### src/rtl/msp_pkg.sv
// shared types and constants for the multi-channel servo pulse generator
// no dependencies; imported by every module of the block
`default_nettype none

package msp_pkg;

    // default build sizes
    localparam int NUM_SERVOS_DEF   = 18;
    localparam int COUNTER_BITS_DEF = 16;

    // fixed field widths
    localparam int PIN_W      = 18;
    localparam int BYTE_W     = 8;
    localparam int POS_W      = 8;
    localparam int NUM_W      = 5;
    localparam int HDR_W      = 7;
    localparam int PERIOD_W   = 16;
    localparam int BASE_W     = 16;
    localparam int STEP_W     = 8;
    localparam int CFG_IDX_W  = 2;
    localparam int CFG_DATA_W = 16;
    localparam int S_DATA_W   = 8;
    localparam int M_DATA_W   = 24;

    // header byte layout
    localparam int HDR_FLAG_BIT = 7;
    localparam int POS_MSB_BIT  = 6;

    // register indexes
    localparam logic [CFG_IDX_W-1:0] CFG_PERIOD = 2'd0;
    localparam logic [CFG_IDX_W-1:0] CFG_BASE   = 2'd1;
    localparam logic [CFG_IDX_W-1:0] CFG_STEP   = 2'd2;

    // register reset values
    localparam logic [PERIOD_W-1:0] PERIOD_RST = 16'd10000;
    localparam logic [BASE_W-1:0]   BASE_RST   = 16'd500;
    localparam logic [STEP_W-1:0]   STEP_RST   = 8'd1;

    // item kinds
    localparam logic OP_TICK = 1'b0;
    localparam logic OP_BYTE = 1'b1;

    // per-transaction control carried down the cell chain
    typedef struct packed {
        logic             wr_en;
        logic [NUM_W-1:0] wr_num;
        logic [POS_W-1:0] wr_pos;
        logic             accepted;
        logic             rejected;
    } t_token;

endpackage

`default_nettype wire

### src/rtl/multi_servo_pwm_with_serial_commands.sv
// top level of the multi-channel servo pulse generator with serial command parser
// depends on msp_pkg, msp_head and msp_cell
`default_nettype none

// Each input transaction is either a timer tick (tuser = 0) or one received serial
// byte (tuser = 1, byte in tdata). A tick advances the frame counter, which wraps at
// period_ticks; a header byte (bit 7 clear, bits 4:0 = servo 1..NUM_SERVOS, bit 6 =
// position bit 7) followed by a data byte (position bits 6:0) sets one servo's
// position. Every transaction yields exactly one result with the pin levels after
// it: a pin is high while the counter is below pulse_base + position * step_ticks.
// One transaction is taken every clock cycle unless the chain is held; each result
// appears after the transaction walks the head stage and then one cell per servo,
// each cell applying any write aimed at it and adding its own pin bit. The whole
// chain holds while a result waits on m_axis_tready. The user must write registers
// through the plain write port only while the block is idle; the block does not enforce it.

module multi_servo_pwm_with_serial_commands #(
    parameter int NUM_SERVOS   = msp_pkg::NUM_SERVOS_DEF,
    parameter int COUNTER_BITS = msp_pkg::COUNTER_BITS_DEF
) (
    input  wire logic                             i_clk,
    input  wire logic                             i_rst_n,
    // configuration write port
    input  wire logic                             i_cfg_we,
    input  wire logic [msp_pkg::CFG_IDX_W-1:0]    i_cfg_idx,
    input  wire logic [msp_pkg::CFG_DATA_W-1:0]   i_cfg_data,
    // input stream
    input  wire logic                             s_axis_tvalid,
    output logic                                  s_axis_tready,
    input  wire logic [msp_pkg::S_DATA_W-1:0]     s_axis_tdata,  // [7:0] rx_byte
    input  wire logic                             s_axis_tuser,  // [0] opcode
    // result stream
    output logic                                  m_axis_tvalid,
    input  wire logic                             m_axis_tready,
    output logic [msp_pkg::M_DATA_W-1:0]          m_axis_tdata   // [17:0] pin_levels,
                                                                  // [18] cmd_accepted,
                                                                  // [19] cmd_rejected
);
    import msp_pkg::*;

    // configuration registers
    logic [PERIOD_W-1:0] r_period;
    logic [BASE_W-1:0]   r_base;
    logic [STEP_W-1:0]   r_step;

    always_ff @(posedge i_clk) begin
        if (!i_rst_n) begin
            r_period <= PERIOD_RST;
            r_base   <= BASE_RST;
            r_step   <= STEP_RST;
        end else if (i_cfg_we) begin
            unique case (i_cfg_idx)
                CFG_PERIOD: r_period <= i_cfg_data[PERIOD_W-1:0];
                CFG_BASE:   r_base   <= i_cfg_data[BASE_W-1:0];
                CFG_STEP:   r_step   <= i_cfg_data[STEP_W-1:0];
                default:    ;  // index beyond the list is ignored
            endcase
        end
    end

    // chain links: stage 0 is the head output, stage NUM_SERVOS the result
    logic                    ch_valid [NUM_SERVOS+1];
    t_token                  ch_tok   [NUM_SERVOS+1];
    logic [COUNTER_BITS-1:0] ch_cnt   [NUM_SERVOS+1];
    logic [NUM_SERVOS-1:0]   ch_pins  [NUM_SERVOS+1];

    // whole chain moves together unless a result is held
    logic en;
    assign en            = !ch_valid[NUM_SERVOS] || m_axis_tready;
    assign s_axis_tready = en;

    msp_head #(
        .NUM_SERVOS   (NUM_SERVOS),
        .COUNTER_BITS (COUNTER_BITS)
    ) u_head (
        .i_clk    (i_clk),
        .i_rst_n  (i_rst_n),
        .i_en     (en),
        .i_valid  (s_axis_tvalid),
        .i_opcode (s_axis_tuser),
        .i_byte   (s_axis_tdata[BYTE_W-1:0]),
        .i_period (r_period),
        .o_valid  (ch_valid[0]),
        .o_tok    (ch_tok[0]),
        .o_cnt    (ch_cnt[0])
    );

    assign ch_pins[0] = '0;

    for (genvar g = 0; g < NUM_SERVOS; g++) begin : g_cell
        msp_cell #(
            .NUM_SERVOS   (NUM_SERVOS),
            .COUNTER_BITS (COUNTER_BITS),
            .IDX          (g)
        ) u_cell (
            .i_clk   (i_clk),
            .i_rst_n (i_rst_n),
            .i_en    (en),
            .i_valid (ch_valid[g]),
            .i_tok   (ch_tok[g]),
            .i_cnt   (ch_cnt[g]),
            .i_pins  (ch_pins[g]),
            .i_base  (r_base),
            .i_step  (r_step),
            .o_valid (ch_valid[g+1]),
            .o_tok   (ch_tok[g+1]),
            .o_cnt   (ch_cnt[g+1]),
            .o_pins  (ch_pins[g+1])
        );
    end

    // pin field is fixed width; servos beyond it are dropped, missing ones read zero
    logic [NUM_SERVOS+PIN_W-1:0] pins_pad;
    t_token                      out_tok;

    assign pins_pad      = {{PIN_W{1'b0}}, ch_pins[NUM_SERVOS]};
    assign out_tok       = ch_tok[NUM_SERVOS];
    assign m_axis_tvalid = ch_valid[NUM_SERVOS];
    assign m_axis_tdata  = {{(M_DATA_W - PIN_W - 2){1'b0}}, out_tok.rejected,
                            out_tok.accepted, pins_pad[PIN_W-1:0]};

    // ---------------------------------------------------------------- assertions

    localparam int AW = (COUNTER_BITS > PERIOD_W) ? COUNTER_BITS : PERIOD_W;

    logic [AW-1:0] per_eff;
    assign per_eff = (r_period == '0) ? AW'(1) : AW'(r_period);

    // a result never claims both acceptance and rejection
    a_flags_excl: assert property (@(posedge i_clk) disable iff (!i_rst_n)
        m_axis_tvalid |-> !(out_tok.accepted && out_tok.rejected))
        else $error("result flags both set");

    // after an accepted tick the frame counter sits below the effective period
    a_cnt_range: assert property (@(posedge i_clk) disable iff (!i_rst_n)
        (s_axis_tvalid && s_axis_tready && s_axis_tuser == OP_TICK)
        |=> (AW'(ch_cnt[0]) < $past(per_eff)))
        else $error("frame counter beyond period after tick");

    // a write token only travels with an accepted command
    a_wr_tok: assert property (@(posedge i_clk) disable iff (!i_rst_n)
        ch_valid[0] |-> (ch_tok[0].wr_en == ch_tok[0].accepted))
        else $error("position write without accepted command");

endmodule

`default_nettype wire

### src/rtl/msp_head.sv
// head stage: frame counter and two-byte command parser
// depends on msp_pkg
`default_nettype none

module msp_head #(
    parameter int NUM_SERVOS   = msp_pkg::NUM_SERVOS_DEF,
    parameter int COUNTER_BITS = msp_pkg::COUNTER_BITS_DEF
) (
    input  wire logic                           i_clk,
    input  wire logic                           i_rst_n,
    input  wire logic                           i_en,
    input  wire logic                           i_valid,
    input  wire logic                           i_opcode,
    input  wire logic [msp_pkg::BYTE_W-1:0]     i_byte,
    input  wire logic [msp_pkg::PERIOD_W-1:0]   i_period,
    output logic                                o_valid,
    output msp_pkg::t_token                     o_tok,
    output logic [COUNTER_BITS-1:0]             o_cnt
);
    import msp_pkg::*;

    localparam int CW = (COUNTER_BITS + 1 > PERIOD_W) ? COUNTER_BITS + 1 : PERIOD_W;

    logic                    r_valid;
    t_token                  r_tok;
    logic [COUNTER_BITS-1:0] r_cnt;
    logic [HDR_W-1:0]        r_hdr;
    logic                    r_hdr_vld;

    logic [CW-1:0]           inc;
    logic [CW-1:0]           per;
    logic [COUNTER_BITS-1:0] n_cnt;
    logic [NUM_W-1:0]        num;
    logic                    num_ok;
    t_token                  n_tok;

    always_comb begin
        inc   = CW'(r_cnt) + CW'(1);
        per   = (i_period == '0) ? CW'(1) : CW'(i_period);
        n_cnt = (inc >= per) ? '0 : inc[COUNTER_BITS-1:0];
        num   = r_hdr[NUM_W-1:0];
        num_ok = (num != '0) && ({1'b0, num} <= (NUM_W + 1)'(NUM_SERVOS));
        // a data byte completes the command held in the header register
        n_tok = '0;
        if (i_opcode == OP_BYTE && r_hdr_vld) begin
            if (num_ok) begin
                n_tok.wr_en    = 1'b1;
                n_tok.wr_num   = num;
                n_tok.wr_pos   = {r_hdr[POS_MSB_BIT], i_byte[POS_W-2:0]};
                n_tok.accepted = 1'b1;
            end else begin
                n_tok.rejected = 1'b1;
            end
        end
    end

    always_ff @(posedge i_clk) begin
        if (!i_rst_n) begin
            r_valid   <= 1'b0;
            r_cnt     <= '0;
            r_hdr     <= '0;
            r_hdr_vld <= 1'b0;
            r_tok     <= '0;
        end else if (i_en) begin
            r_valid <= i_valid;
            if (i_valid) begin
                r_tok <= n_tok;
                if (i_opcode == OP_TICK) begin
                    r_cnt <= n_cnt;
                end else if (!r_hdr_vld) begin
                    // bytes with the top bit set are dropped while awaiting a header
                    if (!i_byte[HDR_FLAG_BIT]) begin
                        r_hdr     <= i_byte[HDR_W-1:0];
                        r_hdr_vld <= 1'b1;
                    end
                end else begin
                    r_hdr_vld <= 1'b0;
                end
            end
        end
    end

    assign o_valid = r_valid;
    assign o_tok   = r_tok;
    assign o_cnt   = r_cnt;

endmodule

`default_nettype wire

### src/rtl/msp_cell.sv
// one servo cell: holds a position, applies writes and sets its pin bit
// depends on msp_pkg
`default_nettype none

module msp_cell #(
    parameter int NUM_SERVOS   = msp_pkg::NUM_SERVOS_DEF,
    parameter int COUNTER_BITS = msp_pkg::COUNTER_BITS_DEF,
    parameter int IDX          = 0
) (
    input  wire logic                          i_clk,
    input  wire logic                          i_rst_n,
    input  wire logic                          i_en,
    input  wire logic                          i_valid,
    input  wire msp_pkg::t_token               i_tok,
    input  wire logic [COUNTER_BITS-1:0]       i_cnt,
    input  wire logic [NUM_SERVOS-1:0]         i_pins,
    input  wire logic [msp_pkg::BASE_W-1:0]    i_base,
    input  wire logic [msp_pkg::STEP_W-1:0]    i_step,
    output logic                               o_valid,
    output msp_pkg::t_token                    o_tok,
    output logic [COUNTER_BITS-1:0]            o_cnt,
    output logic [NUM_SERVOS-1:0]              o_pins
);
    import msp_pkg::*;

    // threshold needs base plus a 16-bit product without overflow
    localparam int TW = ((COUNTER_BITS > BASE_W + 1) ? COUNTER_BITS : BASE_W + 1) + 1;

    logic                    r_valid;
    t_token                  r_tok;
    logic [COUNTER_BITS-1:0] r_cnt;
    logic [NUM_SERVOS-1:0]   r_pins;
    logic [POS_W-1:0]        r_pos;

    logic                      hit;
    logic [POS_W-1:0]          pos_now;
    logic [POS_W+STEP_W-1:0]   prod;
    logic [TW-1:0]             thr;
    logic [NUM_SERVOS-1:0]     n_pins;

    always_comb begin
        hit     = i_valid && i_tok.wr_en && (i_tok.wr_num == NUM_W'(IDX + 1));
        pos_now = hit ? i_tok.wr_pos : r_pos;
        prod    = pos_now * i_step;
        thr     = TW'(i_base) + TW'(prod);
        n_pins  = i_pins;
        n_pins[IDX] = TW'(i_cnt) < thr;
    end

    always_ff @(posedge i_clk) begin
        if (!i_rst_n) begin
            r_valid <= 1'b0;
            r_pos   <= '0;
        end else if (i_en) begin
            r_valid <= i_valid;
            r_tok   <= i_tok;
            r_cnt   <= i_cnt;
            r_pins  <= n_pins;
            if (hit) begin
                r_pos <= i_tok.wr_pos;
            end
        end
    end

    assign o_valid = r_valid;
    assign o_tok   = r_tok;
    assign o_cnt   = r_cnt;
    assign o_pins  = r_pins;

endmodule

`default_nettype wire
### config.mk
export PLATFORM = sky130hd
export DESIGN_NAME = multi_servo_pwm_with_serial_commands
export DESIGN_NICKNAME = d
export VERILOG_FILES = /design/src/rtl/msp_pkg.sv /design/src/rtl/multi_servo_pwm_with_serial_commands.sv /design/src/rtl/msp_head.sv /design/src/rtl/msp_cell.sv
export SDC_FILE = /design/constraint.sdc
export NUM_CORES = 2
export LEC_CHECK = 0
export ABC_CLOCK_PERIOD_IN_PS = 7700
export BUFFER_PORTS_ARGS = -buffer_cell sky130_fd_sc_hd__buf_2
export CAP_MARGIN = 20
export CORE_ASPECT_RATIO = 2
export CORE_MARGIN = 2
export CORE_UTILIZATION = 55
export DETAILED_ROUTE_END_ITERATION = 7
export PLACE_DENSITY = 0.83
export SLEW_MARGIN = 20
export SYNTH_ARGS = -nofsm -noshare
export SYNTH_HDL_FRONTEND = slang
export SYNTH_HIERARCHICAL = 1
export SYNTH_SLANG_ARGS = --single-unit
export TNS_END_PERCENT = 50
### constraint.sdc
create_clock -name i_clk -period 7.7 [get_ports i_clk]
set_input_delay 1.54 -clock i_clk [delete_from_list [all_inputs] [get_ports i_clk]]
set_output_delay 1.54 -clock i_clk [all_outputs]
set_load 0.01 [all_outputs]
---- Word-level counts from Yosys, hierarchy flattened ----
Cells that the tools add are included.
storage, ports and cells
  register bits after elaboration ......... 960
  output and inout port bits .............. 26
  logic and storage cells ................. 326
  input bits .............................. 32
cells by class
  bitwise gates (word level) .............. 3
  multiplexer cells ....................... 25
  order comparisons ....................... 20
  eq/ne operators ......................... 20
  add/sub/neg operators ................... 19
  multipliers ............................. 18
  reduce and logical (&&, ||, !) cells .... 51
operator list
  operator                                                                number
  16-bit by 18-bit less-than comparator with 1-bit output                 18
  16-bit by 16-bit adder with 17-bit output                               18
  8-bit by 8-bit multiplier with 16-bit output                            18
  8-bit 2-to-1 mux                                                        18
  16-bit 2-to-1 mux                                                       3
  5-bit by 4-bit equality test with 1-bit output (second input constant)  8
  1-bit logical AND                                                       38
  5-bit by 3-bit equality test with 1-bit output (second input constant)  4
  16-bit by 1-bit adder with 17-bit output (second input constant)        1
  17-bit greater-or-equal comparator                                      1
  16-bit zero test                                                        1
  5-bit equality test (second input constant)                             3
  15-bit 2-to-1 mux                                                       1
  5-bit by 2-bit equality test with 1-bit output (second input constant)  2
  2-bit AND reduction                                                     5
  3-bit AND reduction                                                     2
  5-bit by 1-bit equality test with 1-bit output (second input constant)  1
  5-bit <= comparator (second input constant)                             1
  5-bit AND reduction                                                     1
  5-bit nonzero test                                                      1
  1-bit 2-to-1 mux                                                        3
  1-bit inverter                                                          3
  2-bit by 1-bit equality test with 1-bit output (second input constant)  1
  2-bit equality test (second input constant)                             1
  3 further kinds                                                         3

---- Logic depth before layout (Yosys ltp) ----
  depth in word-level cells ............... 6
  mapped depth ............................ 27
  depth with buffers taken out ............ 26

---- Modules after synthesis ----
The synthesis kept the hierarchy.
by module, submodules not included
  module                                cells an instance  sequential area each (um^2)  area each (um^2)  times used
  msp_cell (g_cell[10].u_cell ...)      434                1681.6                       4812.1            4
  msp_cell (g_cell[17].u_cell ...)      446                1681.6                       4899.7            2
  msp_cell (g_cell[14].u_cell ...)      434                1681.6                       4809.6            2
  msp_cell (g_cell[5].u_cell)           448                1681.6                       4909.7            1
  msp_cell (g_cell[9].u_cell)           446                1681.6                       4907.2            1
  msp_cell (g_cell[7].u_cell)           441                1681.6                       4894.7            1
  msp_cell (g_cell[4].u_cell)           447                1681.6                       4872.2            1
  msp_cell (g_cell[3].u_cell)           447                1681.6                       4870.9            1
  msp_cell (g_cell[1].u_cell)           447                1681.6                       4865.9            1
  msp_cell (g_cell[8].u_cell)           440                1681.6                       4862.2            1
  msp_cell (g_cell[6].u_cell)           440                1681.6                       4844.6            1
  msp_cell (g_cell[11].u_cell)          434                1681.6                       4827.1            1
  msp_cell (g_cell[0].u_cell)           434                1681.6                       4813.4            1
  msp_head                              250                780.7                        2158.3            1
  multi_servo_pwm_with_serial_commands  169                800.8                        1636.6            1

---- Worst setup path before layout ----
OpenSTA, ideal clock, no wires.
  kind .................................... reg-to-reg
  start ................................... register r_step[1]
  end ..................................... register g_cell[17].u_cell.r_pins[17], data pin
  data arrival time ....................... 7344 ps
  path buffers ............................ 0
  path slack .............................. 226 ps
  stages on the path, launching flop included .. 21
  library setup time ...................... 130 ps
  clock period less this slack ............ 7474 ps
  data required time ...................... 7570 ps
  path through ............................ dfxtp_1 nand2_1 fa_1 inv_1 fa_1 inv_1 fa_1 fa_1 inv_1 ha_1 inv_1 o21a_1 o21ai_0 nand3_1 mux2i_1 a2111oi_0 ha_1 a21oi_1 o21ai_0 a2111oi_0 a211o_1
on the way
  cells in the longest elaborated chain, start to end .. 3
RTL lines
  what                                                     line                                        source
  start: declaration                                       multi_servo_pwm_with_serial_commands.sv:44  logic [STEP_W-1:0] r_step;
  start signal: assignment                                 multi_servo_pwm_with_serial_commands.sv:55  CFG_STEP: r_step <= i_cfg_data[STEP_W-1:0];
  8-bit by 8-bit multiplier with 16-bit output             msp_cell.sv:44                              prod = pos_now * i_step;
  16-bit by 16-bit adder with 17-bit output                msp_cell.sv:45                              thr = TW'(i_base) + TW'(prod);
  16-bit by 18-bit less-than comparator with 1-bit output  msp_cell.sv:47                              n_pins[IDX] = TW'(i_cnt) < thr;
  named net g_cell[17].u_cell.n_pins[17]                   msp_cell.sv:39                              logic [NUM_SERVOS-1:0] n_pins;
  end signal: assignment                                   msp_cell.sv:58                              r_pins <= n_pins;
  end: declaration                                         msp_cell.sv:32                              logic [NUM_SERVOS-1:0] r_pins;
The timed path passes the listed nets, and every way through them passes these cells.
A chain may end at the register's enable or synchronous reset.

---- Final worst setup path ----
  start ................................... register g_cell[0].u_cell.r_tok (netlist bit g_cell[0].u_cell/o_tok[10])
  end ..................................... register g_cell[1].u_cell.r_pins[1], data pin
on the way
  cells in the longest elaborated chain, start to end .. 6
RTL lines
  what                                                     line            source
  start: declaration                                       msp_cell.sv:30  t_token r_tok;
  start signal: assignment                                 msp_cell.sv:56  r_tok <= i_tok;
  5-bit by 2-bit equality test with 1-bit output           msp_cell.sv:42  hit = i_valid && i_tok.wr_en && (i_tok.wr_num == NUM_W'(IDX + 1));
  1-bit logical AND                                        msp_cell.sv:42
  8-bit 2-to-1 mux                                         msp_cell.sv:43  pos_now = hit ? i_tok.wr_pos : r_pos;
  8-bit by 8-bit multiplier with 16-bit output             msp_cell.sv:44
  16-bit by 16-bit adder with 17-bit output                msp_cell.sv:45
  16-bit by 18-bit less-than comparator with 1-bit output  msp_cell.sv:47
  named net g_cell[1].u_cell.n_pins[1]                     msp_cell.sv:39
  end signal: assignment                                   msp_cell.sv:58
  end: declaration                                         msp_cell.sv:32
The timed path passes the listed nets, and every way through them passes these cells.

==> summary.txt <==
Outcome
  – Run status: finished clean

Global routing
  – Antenna violations before repair: 21
  – Grt total ovfl: 0
  – Total global-route track usage: 31.42%
  – M2 GR Usage: 56.45%
  – Gr busiest metal: met2
  – M1 GR Usage: 26.31%
  – Largest net degree at the start of global routing: 145
  – Vias in the first global route: 66470
  – Met3 Usage GRT: 7.380%
  – First-pass GRT wire length: 372800 µm

Timing
  – Worst-Margin Slew: 1.114 ns
  – Clock Skew: 0.05626 ns
  – Max Clk Rate: 0.1355 GHz
  – RSZ-0062 raised after global routing: no
  – Hold Violations, Final: 0
  – Setup Viol. Count Final: 0
  – Worst slew margin: 25.75%
  – Min Tclk post-route: 7.380 ns
  – Setup TNS: 0 ns
  – Fin crit share: 95.84%
  – Number of slew-limit violations in the final report: 0

Drt
  – Wirelength per Cell: 23.34 µm
  – DRC errors left: 0
  – ANT nets after route: 0
  – Via-to-Cell Ratio: 5.749
  – Final wirelength: 245000 µm
  – Initial drt markers: 3537
  – Routed vias: 60360
  – DRT Pass-1 Iters: 6

Layout
  – Layout cells sized above 1: 7.248%
  – Area grow syn2layout: 7.789%
  – Fin util: 59.77%
  – Nets: 10230

Critical path
  – FF-to-FF End: g_cell[1].u_cell/o_pins[1]
  – Worst Path Required: 8.31 ns
  – Critical Path End: g_cell[1].u_cell/o_pins[1]
  – Path depth of the worst reg2reg path: 23
  – CP Capture Type: flop
  – Startpoint types: flop
  – Worst reg2reg setup slack: 0.32 ns
  – FF-to-FF Start: g_cell[0].u_cell/o_tok[10]
  – CP Launch Point: g_cell[0].u_cell/o_tok[10]
  – Crit path DAT: 7.99 ns
  – Critical Path Fanout Max: 9
  – Crit Path Class: flop to flop

Power
  – Sequential share of power: 52.1%
  – P_leak: 44.25 nW
  – Clk pwr share: 39.0%
  – PwrDens: 125.3 mW/mm²
  – Peak supply drop: 0.0002020 V
  – Logic pwr share: 8.8%
  – Sw Ratio: 25.99%
  – Internal: 8.561 mW
  – Psw: 3.006 mW

Clocking
  – CTS tree: done
  – CTS max path bufs: 3
  – Post-CTS setup buffer count: 0
  – Root Buffer: clkbuf_16
  – Clock transition at path regs: 0.07 ns
  – Hold-fix buffers at CTS: 0
  – Clock sinks: 958
  – Clock buffer count from CTS: 89
  – Skew-Pair Late Insertion Delay: 0.77 ns
  – CTS HTree Levels: 3
  – Post_cts resized: 0

Job
  – Maxcap violations: 0

Place
  – IO buf count: 53
  – Gpl congestion: 0.9986
  – DP HPWL: 187900 µm

Synth
  – Syn. warnings: 6
  – Syn Std Cell Area: 0.08563 mm²
  – Avg Synthesized Cell Area: 10.50 µm²
  – Syn Inst Count: 8156

Min path
  – HP Class: flop to flop

Die
  – Die Height: 562.0 µm
  – Rows: 204
  – IO Pins: 58
  – Die Area: 0.1591 mm²
  – Area of the core: 0.1544 mm²
  – Die width: 283.0 µm
  – Initial Util: 55.45%
==> worst max-delay path, cell delays in order (launching register included) <==
cell       delay, ns
edfxtp_1        0.41
nor4bb_1        0.29
nand3_1         0.37
mux2_2          0.50
nand2_1         0.11
fa_1            0.54
inv_1           0.07
fa_1            0.51
inv_1           0.06
fa_1            0.51
fa_1            0.52
inv_1           0.06
ha_1            0.29
inv_1           0.08
o21a_1          0.25
o21ai_0         0.33
nand3_1         0.15
mux2i_1         0.14
a2111oi_0       0.69
ha_1            0.39
a21oi_1         0.16
o21ai_0         0.21
a2111oi_0       0.43
a211o_1         0.18
==> power groups by stage <==
stage	Combinational, mW	Clock (mW)	Sequential, mW
2_1_floorplan	0.609	0	6.03
3_3_place_gp	0.940	0	6.12
3_5_place_dp	0.986	0	6.13
4_1_cts	0.997	4.59	6.02
5_1_grt	1.12	4.77	6.04
6_report	1.02	4.51	6.03
==> how the worst min path moves through the flow <==
stage	startpoint	to	cells past startpoint
after floorplan	g_cell[9].u_cell/o_pins[0]	g_cell[10].u_cell/o_pins[0]	0
after global placement	g_cell[11].u_cell/o_pins[9]	g_cell[12].u_cell/o_pins[9]	0
after detailed placement	g_cell[10].u_cell/o_pins[9]	g_cell[11].u_cell/o_pins[9]	0
after CTS	g_cell[13].u_cell/o_pins[12]	g_cell[14].u_cell/o_pins[12]	0
after global routing	g_cell[15].u_cell/o_pins[8]	g_cell[16].u_cell/o_pins[8]	0
final	g_cell[13].u_cell/o_pins[12]	g_cell[14].u_cell/o_pins[12]	0
==> stage by stage <==
stage                     total power, mW  cells  instance area [µm²]  hold WS [ns]  setup slack (ns)
after global placement              7.059  10310                89220        0.4006            0.5857
after detailed placement            7.118  10310                89220        0.4045            0.4201
final                               11.57  10500                92300        0.4094            0.3202
after CTS                           11.61  10480                92170        0.4081            0.3929
after floorplan                     6.637   8159                85650        0.4003            0.2259
after global routing                11.93  10480                92260        0.4215          0.008543
==> cell type report <==
type / count / area [µm²]
fill: 12170 / 62120
clock inverter: 55 / 545.5
multi-input combinational: 5219 / 51870
sequential: 958 / 26390
inverter: 1896 / 7117
timing repair buffer: 176 / 1343
clock buffer: 112 / 2405
tap: 2060 / 2577
antenna: 23 / 57.56
==> placed cells by master, fill, tap and decap left out, types with 125 or more instances in the layout <==
cell	n
a21oi_1	217
and2_1	392
dfxtp_1	227
edfxtp_1	717
fa_1	918
ha_1	935
inv_1	1896
mux2i_1	150
nand2_1	724
nand2b_1	159
nor2b_1	318
o21ai_0	125
==> flip-flops by register name, indices dropped and copies added (netlist names) <==
| signal | count |
|---|---|
| u_head/o_tok | 15 |
| g_cell.u_cell/o_valid | 18 |
| g_cell.u_cell/o_cnt | 272 |
| r_step | 8 |
| r_base | 16 |
| g_cell.u_cell/o_tok | 274 |
| u_head/r_hdr_vld | 1 |
| u_head/o_valid | 1 |
| g_cell.u_cell/r_pos | 144 |
| r_period | 16 |
| u_head/o_cnt | 16 |
| u_head/r_hdr | 6 |
| g_cell.u_cell/o_pins | 171 |
==> routing by layer <==
metal | wire length, µm | vias up
met1 | 70030 | 29770
li1 | - | 26610
met4 | 33050 | 6
met3 | 15000 | 1430
met2 | 126900 | 2547
met5 | 41 | -
(Power assumes the default switching activity.)
